==> config.mk <==
export PLATFORM = sky130hd
export DESIGN_NAME = bhgc_divider
export DESIGN_NICKNAME = d
export VERILOG_FILES = /design/src/rtl/bhgc_pkg.sv /design/src/rtl/bhgc_divider.sv
export VERILOG_INCLUDE_DIRS = /design/src /design/src/rtl
export SDC_FILE = /design/constraint.sdc
export NUM_CORES = 1
export LEC_CHECK = 0
export BUFFER_PORTS_ARGS = -buffer_cell sky130_fd_sc_hd__clkbuf_2
export CORE_UTILIZATION = 25
export CTS_CLUSTER_SIZE = 14
export DETAILED_ROUTE_END_ITERATION = 10
export PLACE_DENSITY = 0.51
export REMOVE_ABC_BUFFERS = 1
export SYNTH_ARGS = -nofsm -noshare
export SYNTH_HDL_FRONTEND = slang
export SYNTH_SLANG_ARGS = --single-unit
==> constraint.sdc <==
create_clock -name clock -period 23.7 [get_ports clock]
set_clock_uncertainty 0.1 [all_clocks]
set_input_delay 2.37 -clock clock [delete_from_list [all_inputs] [get_ports clock]]
set_output_delay 2.37 -clock clock [all_outputs]
set_load 0.03 [all_outputs]
==> src/rtl/bucketized_hash_group_count_core_assert.svh <==
// ---------------------------------------------------------------------------
// Assertion macros for the bucketized hash group-count core
// Each macro expects a clock named clock and a synchronous reset named reset.
// ---------------------------------------------------------------------------
`ifndef BUCKETIZED_HASH_GROUP_COUNT_CORE_ASSERT_SVH
`define BUCKETIZED_HASH_GROUP_COUNT_CORE_ASSERT_SVH

// same-cycle implication
`define BHGC_ASSERT_IMP(label, ante, cons, msg) \
   label: assert property (@(posedge clock) disable iff (reset) (ante) |-> (cons)) \
      else $error(msg);

// next-cycle implication
`define BHGC_ASSERT_NXT(label, ante, cons, msg) \
   label: assert property (@(posedge clock) disable iff (reset) (ante) |=> (cons)) \
      else $error(msg);

`endif

==> src/rtl/bhgc_pkg.sv <==
`timescale 1ns / 1ps
// ---------------------------------------------------------------------------
// bhgc_pkg
// Shared types and constants of the bucketized hash group-count core.
// ---------------------------------------------------------------------------
package bhgc_pkg;

   localparam int BUCKETS_DEF = 64;
   localparam int SLOTS_DEF   = 16;

   localparam int KEY_W    = 32;
   localparam int COUNT_W  = 32;
   localparam int IDX_W    = 10;
   localparam int CSR_W    = 11;
   localparam int OP_W     = 2;
   localparam int STATUS_W = 3;

   localparam int TABLE_SLOTS_RESET = 1024;

   // divider retires this many quotient bits per cycle
   localparam int DIV_STEP_BITS = 4;
   localparam int DIV_STEPS     = KEY_W / DIV_STEP_BITS;
   localparam int DIV_CNT_W     = (DIV_STEPS > 1) ? $clog2(DIV_STEPS) : 1;

   // opcodes
   localparam logic [OP_W-1:0] OP_COUNT  = 2'd0;
   localparam logic [OP_W-1:0] OP_READ   = 2'd1;
   localparam logic [OP_W-1:0] OP_CLEAR  = 2'd2;
   localparam logic [OP_W-1:0] OP_UNUSED = 2'd3;

   // result status codes
   localparam logic [STATUS_W-1:0] STATUS_COUNTED  = 3'd0;
   localparam logic [STATUS_W-1:0] STATUS_INSERTED = 3'd1;
   localparam logic [STATUS_W-1:0] STATUS_FULL     = 3'd2;
   localparam logic [STATUS_W-1:0] STATUS_KEY_ZERO = 3'd3;
   localparam logic [STATUS_W-1:0] STATUS_READ     = 3'd4;
   localparam logic [STATUS_W-1:0] STATUS_CLEARED  = 3'd5;

   typedef struct packed {
      logic [OP_W-1:0]  opcode;
      logic [KEY_W-1:0] key;
      logic [IDX_W-1:0] entry_index;
   } req_type;

   typedef struct packed {
      logic [STATUS_W-1:0] status;
      logic [IDX_W-1:0]    slot;
      logic [KEY_W-1:0]    key_out;
      logic [COUNT_W-1:0]  count;
   } rsp_type;

   // one slot of a bucket
   typedef struct packed {
      logic [KEY_W-1:0]   key;
      logic [COUNT_W-1:0] count;
   } entry_type;

endpackage

==> src/rtl/bhgc_divider.sv <==
`timescale 1ns / 1ps
// ---------------------------------------------------------------------------
// bhgc_divider
// Restoring divider for a 32-bit dividend by a narrow divisor, a few
// quotient bits per cycle. Gives the remainder.
// ---------------------------------------------------------------------------
module bhgc_divider
   import bhgc_pkg::*;
#(
   parameter int DIVISOR_W = 8
) (
   input  logic                 clock,
   input  logic                 reset,
   input  logic                 start,
   input  logic [KEY_W-1:0]     dividend,
   input  logic [DIVISOR_W-1:0] divisor,
   output logic                 done,
   output logic [DIVISOR_W-1:0] remainder
);

   logic                     busy_ff;
   logic                     done_ff;
   logic [DIV_CNT_W-1:0]     cnt_ff;
   logic [KEY_W-1:0]         quo_ff;
   logic [DIVISOR_W-1:0]     rem_ff;
   logic [DIVISOR_W-1:0]     div_ff;

   logic [DIVISOR_W:0]       trial;
   logic [DIVISOR_W-1:0]     rem_step;
   logic [DIV_STEP_BITS-1:0] quo_bits;
   logic [KEY_W-1:0]         quo_step;

   // one group of restoring steps; dividend bits shift out as quotient bits shift in
   always_comb begin
      rem_step = rem_ff;
      quo_bits = '0;
      trial    = '0;
      for (int i = 0; i < DIV_STEP_BITS; i++) begin
         trial = {rem_step, quo_ff[KEY_W-1-i]};
         if (trial >= {1'b0, div_ff}) begin
            trial = trial - {1'b0, div_ff};
            quo_bits[DIV_STEP_BITS-1-i] = 1'b1;
         end
         rem_step = trial[DIVISOR_W-1:0];
      end
      quo_step = {quo_ff[KEY_W-DIV_STEP_BITS-1:0], quo_bits};
   end

   // control; a start restarts any run in progress
   always_ff @(posedge clock) begin
      if (reset) begin
         busy_ff <= 1'b0;
         done_ff <= 1'b0;
         cnt_ff  <= '0;
      end else if (start) begin
         busy_ff <= 1'b1;
         done_ff <= 1'b0;
         cnt_ff  <= '0;
      end else if (busy_ff) begin
         cnt_ff <= cnt_ff + DIV_CNT_W'(1);
         if (cnt_ff == DIV_CNT_W'(DIV_STEPS - 1)) begin
            busy_ff <= 1'b0;
            done_ff <= 1'b1;
         end
      end else begin
         done_ff <= 1'b0;
      end
   end

   // datapath
   always_ff @(posedge clock) begin
      if (start) begin
         quo_ff <= dividend;
         rem_ff <= '0;
         div_ff <= divisor;
      end else if (busy_ff) begin
         quo_ff <= quo_step;
         rem_ff <= rem_step;
      end
   end

   assign done      = done_ff;
   assign remainder = rem_ff;

`include "bucketized_hash_group_count_core_assert.svh"

   `BHGC_ASSERT_IMP(a_rem_below_divisor, done_ff, rem_ff < div_ff, "remainder not below divisor")
   `BHGC_ASSERT_NXT(a_start_busy, start, busy_ff, "divider not busy after start")
   `BHGC_ASSERT_IMP(a_done_not_busy, done_ff, !busy_ff, "divider done while busy")

endmodule
==> flow_metrics.py, run 1 <==
metrics = {
    "setup_path": {
        "regToRegStartpoint": "div_ff[1]",
        "worst-path-max-fanout": 11,
        "required_ns": 23.82,
        "crit_cells": 35,
        "crit_type": "reg -> reg",
        "cp_num_buf_inv": 2,
        "startpoint_type": "register",
        "crit_top_cell": "ha_1",
        "reg2regPathDepth": 35,
        "cp.arrival_ns": 9.12,
        "worstSetupStartpoint": "div_ff[1]",
        "cp_top_family": "compound AO/OA/AOI/OAI gates",
        "slowest_stage": "edfxtp_1",
        "cp-end-kind": "register",
        "max_stage_delay_ns": 0.49,
    },
    "clock_tree": {
        "clk_pin_slew_worst_paths_ns": 0.07,
        "ctsResizeCount": 0,
        "cts_setup_buffers": 0,
        "cts_made_buffers": 5,
        "htree_levels": 2,
        "postCtsHoldBufs": 0,
        "clockBufferDepth": 2,
        "clock_latency_ns": 0.29,
        "cts.sinks": 53,
        "tritoncts": "yes",
        "root_buffer": "clkbuf_16",
    },
    "cells_and_area": {
        "area_growth_pct": 14.8,
        "mostFrequentLayoutCells": "clkbuf_2 (51), edfxtp_1 (40), mux2_2 (38)",
        "drive_gt1_share_pct": 27.0,
        "antenna_cells": 0,
        "final_common_cell": "clkbuf_2",
        "layout.nets": 502,
    },
    "sta": {
        "finalMaxSlewViolations": 0,
        "grt_setup_unrepaired": "false",
        "hold_viol": 0,
        "finalSetupViolations": 0,
        "slew_headroom_pct": 48.8,
        "fmax_mhz": 111,
        "tightest_slew_ns": 0.769,
        "fin_tns_setup_ns": 0,
        "min_period_ns": 9.00,
        "post-route-period-util_pct": 38.0,
    },
    "yosys": {
        "ys_types": 61,
        "ys_warn_count": 0,
        "synth-main-ff-cell": "edfxtp_1",
        "synth_edf_count": 40,
        "synth_cells": 373,
        "synth_area_mm2": 0.00390,
        "async_flop_share_pct": 0,
        "synth.avg_cell_area_um2": 10.5,
        "synth_seq_cells": 53,
        "synth_seq_area_share_pct": 37.4,
    },
    "global_route": {
        "grt_pass1_vias": 3007,
        "grt_pass1_wl_mm": 15.8,
        "overflow": 0,
        "grt_usage_pct": 12.7,
        "grt_max_degree": 55,
        "antenna_found_initial": 0,
    },
    "detailed_routing": {
        "post_drt_wl_per_cell_um": 15.7,
        "wirelength_mm": 9.57,
        "via_count": 2966,
        "first_iter_violations": 181,
        "first_pass_iters": 4,
        "route.antenna.remaining_nets": 0,
        "route.detailed.drc": 0,
        "drt-vias-per-instance": 4.86,
    },
    "floorplanning": {
        "io_pins": 52,
        "die_w_um": 127,
        "start_util_pct": 25.7,
        "die_y_um": 127,
        "row_count": 45,
        "dieArea_mm2": 0.0161,
        "core_area_mm2": 0.0152,
    },
    "placed_design": {
        "dp_hpwl_mm": 7.39,
        "gp_congestion": 0.906,
        "port_buffers": 51,
    },
    "run": {
        "cap_violations": 0,
    },
    "worst_hold_path": {
        "hp-class": "reg -> reg",
        "min_from": "cnt_ff[2]",
        "worstHoldPathCells": 2,
    },
    "status": {
        "status": "complete, no violations",
    },
}
[layer usage]
layer / GRT usage, % / up-vias / wire length, µm
met5: 0 / - / 0
met4: 3.71 / 0 / 180
met3: 2.61 / 15 / 460
met2: 21.0 / 69 / 4460
met1: 16.6 / 1414 / 4470
li1: - / 1468 / -
[tightest hold or removal path, cell delays in order (launching register included)]
cell	delay, ns
dfxtp_1	0.32
mux2i_1	0.12
nor3_1	0.06
[cell type report]
cell class / count / area [µm²]
fill: 1583 / 10700
multi-input combinational: 284 / 2290
sequential: 53 / 1460
timing repair buffer: 52 / 263
tap: 188 / 235
clock buffer: 5 / 125
inverter: 25 / 93.8
clock inverter: 3 / 16.3
[worst paths after layout]
kind                  endpoint  slack (ns)
setup reg to reg  remainder[0]       14.70
hold reg to reg      cnt_ff[2]        0.44
hold / removal       cnt_ff[2]        0.44
setup / recovery  remainder[0]       14.70
[synth_stat cells, types with 5 or more instances]
library cell	number	share of area, %
nand2_1	24	2.3
nand3_1	13	1.7
mux2_2	38	11
ha_1	34	11
inv_1	25	2.4
a21oi_1	18	2.3
nor3_1	9	1.2
o21a_1	5	0.96
nor2b_1	6	0.96
a21o_1	12	2.3
nor2_1	20	1.9
nand2b_1	7	1.1
clkbuf_1	7	0.67
o21ai_0	13	1.7
and3_1	5	0.80
dfxtp_1	13	6.7
xor2_1	8	1.8
xnor2_1	12	2.7
edfxtp_1	40	31
[registers in the layout, indices dropped and copies added, names as in the netlist]
name       cells
remainder      8
done           1
cnt_ff         3
div_ff         8
busy_ff        1
quo_ff        32
[stage by stage]
| step | utilization [%] | setup slack [ns] | instance area, µm² | hold WS, ns | cells |
|---|---|---|---|---|---|
| detailed placement | 28.6 | 14.83 | 4340 | 0.422 | 602 |
| finish | 29.5 | 14.70 | 4480 | 0.435 | 610 |
| CTS | 29.5 | 14.79 | 4480 | 0.437 | 610 |
| global route | 29.5 | 13.90 | 4480 | 0.465 | 610 |
| global placement | 28.6 | 15.04 | 4340 | 0.415 | 602 |
| floorplan | - | 16.03 | 3840 | 0.397 | 362 |
[cells by family (layout without fill, tap and decap cells)]
family | count (synthesis) | after routing | share of synthesized area (%)
AO/OA/AOI/OAI | 82 | 82 | 15.2
XOR/XNOR | 20 | 20 | 4.49
adder cells (fa/ha/maj) | 38 | 38 | 12.9
buffers and inverters | 36 | 85 | 3.97
flip-flops | 53 | 53 | 37.4
multiplexers | 45 | 45 | 13.3
AND/OR/NAND/NOR | 99 | 99 | 12.7
Power of run 1 is not shown: default switching activity piles up to over one toggle a cycle in this logic, so the estimate is an artifact.
==> run 2, diff against run 1 <==
==> constraint.sdc (replaced) <==
create_clock -name clock -period 8.72 [get_ports clock]
set_clock_uncertainty 0.1 [all_clocks]
set_input_delay 0.872 -clock clock [delete_from_list [all_inputs] [get_ports clock]]
set_output_delay 0.872 -clock clock [all_outputs]
set_load 0.03 [all_outputs]
==> run 2 against run 1 <==
Compared with the run above:
- cell area rose by 3.3%
- critical path depth rose by 2
- setup slack got worse by 14 ns
- count of clock-buffer cells in the layout rose by 1
- non-clock buffer count rose by 14
- cell count rose by 2.3%
- global-route usage rose by 0.53 points
- critical path type unchanged
- highest routed layer unchanged
==> flow_metrics.py, run 2 (synthesized netlist as in run 1, its figures left out) <==
metrics = {
    "clock_tree": {
        "cts_made_buffers": 5,
        "root_buffer": "clkbuf_16",
        "clk_pin_slew_worst_paths_ns": 0.07,
        "ctsResizeCount": 0,
        "clock_latency_ns": 0.31,
        "tritoncts": "yes",
        "cts.sinks": 53,
        "postCtsHoldBufs": 0,
        "cts_setup_buffers": 0,
        "htree_levels": 2,
        "clockBufferDepth": 2,
    },
    "placed_design": {
        "gp_congestion": 0.923,
        "dp_hpwl_mm": 7.86,
        "port_buffers": 51,
        "placed_area_mm2": 0.00445,
    },
    "global_route": {
        "grt_usage_pct": 13.2,
        "grt_pass1_vias": 2997,
        "grt_pass1_wl_mm": 16.0,
        "grt_max_degree": 55,
        "overflow": 0,
        "antenna_found_initial": 0,
    },
    "cells_and_area": {
        "fillers": 1593,
        "design_area_mm2": 0.00463,
        "largest_reg_flops": 32,
        "area.sequential_mm2": 0.00146,
        "area_growth_pct": 18.6,
        "post-route-util_pct": 30.4,
        "final_common_cell": "clkbuf_2",
        "top_register": "quo_ff",
        "layout.nets": 516,
        "mostFrequentLayoutCells": "clkbuf_2 (51), edfxtp_1 (40), mux2_2 (38)",
        "multiInputGateArea_mm2": 0.00231,
        "drive_gt1_share_pct": 30.5,
        "antenna_cells": 0,
    },
    "detailed_routing": {
        "post_drt_wl_per_cell_um": 16.3,
        "via_count": 3003,
        "first_iter_violations": 168,
        "drt-vias-per-instance": 4.81,
        "first_pass_iters": 4,
        "route.antenna.remaining_nets": 0,
        "wirelength_mm": 10.2,
        "route.detailed.drc": 0,
    },
    "setup_path": {
        "cp-end-kind": "register",
        "worst-path-max-fanout": 9,
        "crit_type": "reg -> reg",
        "max_stage_delay_ns": 0.46,
        "required_ns": 8.84,
        "cp_num_buf_inv": 4,
        "cp_top_family": "compound AO/OA/AOI/OAI gates",
        "cp.arrival_ns": 8.28,
        "startpoint_type": "register",
        "slowest_stage": "fa_1",
    },
    "floorplanning": {
        "dieArea_mm2": 0.0161,
        "row_count": 45,
        "io_pins": 52,
        "die_y_um": 127,
        "core_area_mm2": 0.0152,
        "start_util_pct": 25.7,
        "die_w_um": 127,
    },
    "sta": {
        "grt_setup_unrepaired": "false",
        "hold_viol": 0,
        "min_period_ns": 8.16,
        "finalMaxSlewViolations": 0,
        "post-route-period-util_pct": 93.5,
        "slew_headroom_pct": 49.2,
        "tightest_slew_ns": 0.762,
        "fin_tns_setup_ns": 0,
        "fmax_mhz": 123,
        "finalSetupViolations": 0,
    },
    "run": {
        "cap_violations": 0,
    },
    "worst_hold_path": {
        "hp-class": "reg -> reg",
    },
    "status": {
        "status": "complete, no violations",
    },
}
run 2: routing by layer:
metal / GRT usage, % / share of wire [%]
met3: 2.70 / 3.5
met1: 17.9 / 49
met5: 0 / 0
met2: 20.1 / 45
met4: 6.16 / 2.2
run 2: layout make-up:
class	count	area share [%]
multi-input cells	284	49.9
clock buffers	6	2.78
repair buffers	66	7.95
well taps	188	5.08
clock inverters	2	0.730
flip-flops and latches	53	31.6
inverters	25	2.03
run 2: path summary, 6_finish.rpt:
check,startpoint,to,slack [ns],cells past startpoint
setup reg to reg,div_ff[1],remainder[0],0.56,37
hold reg to reg,cnt_ff[0],cnt_ff[0],0.44,2
hold / removal,cnt_ff[0],cnt_ff[0],0.44,2
setup / recovery,div_ff[1],remainder[0],0.56,37
run 2: tightest hold or removal path: stages, from the launching register on:
cell and delay (ns):
dfxtp_1 0.33, xnor2_1 0.13, nor3_1 0.04
run 2: through the flow:
stage | setup WS (ns) | hold slack, ns | cells
detailed placement | 0.361 | 0.432 | 616
global route | 0.0398 | 0.467 | 624
finish | 0.564 | 0.442 | 624
global placement | 0.495 | 0.416 | 616
CTS | 0.313 | 0.445 | 624
floorplan | 1.05 | 0.397 | 362
Power of run 2 is left out for the same reason.
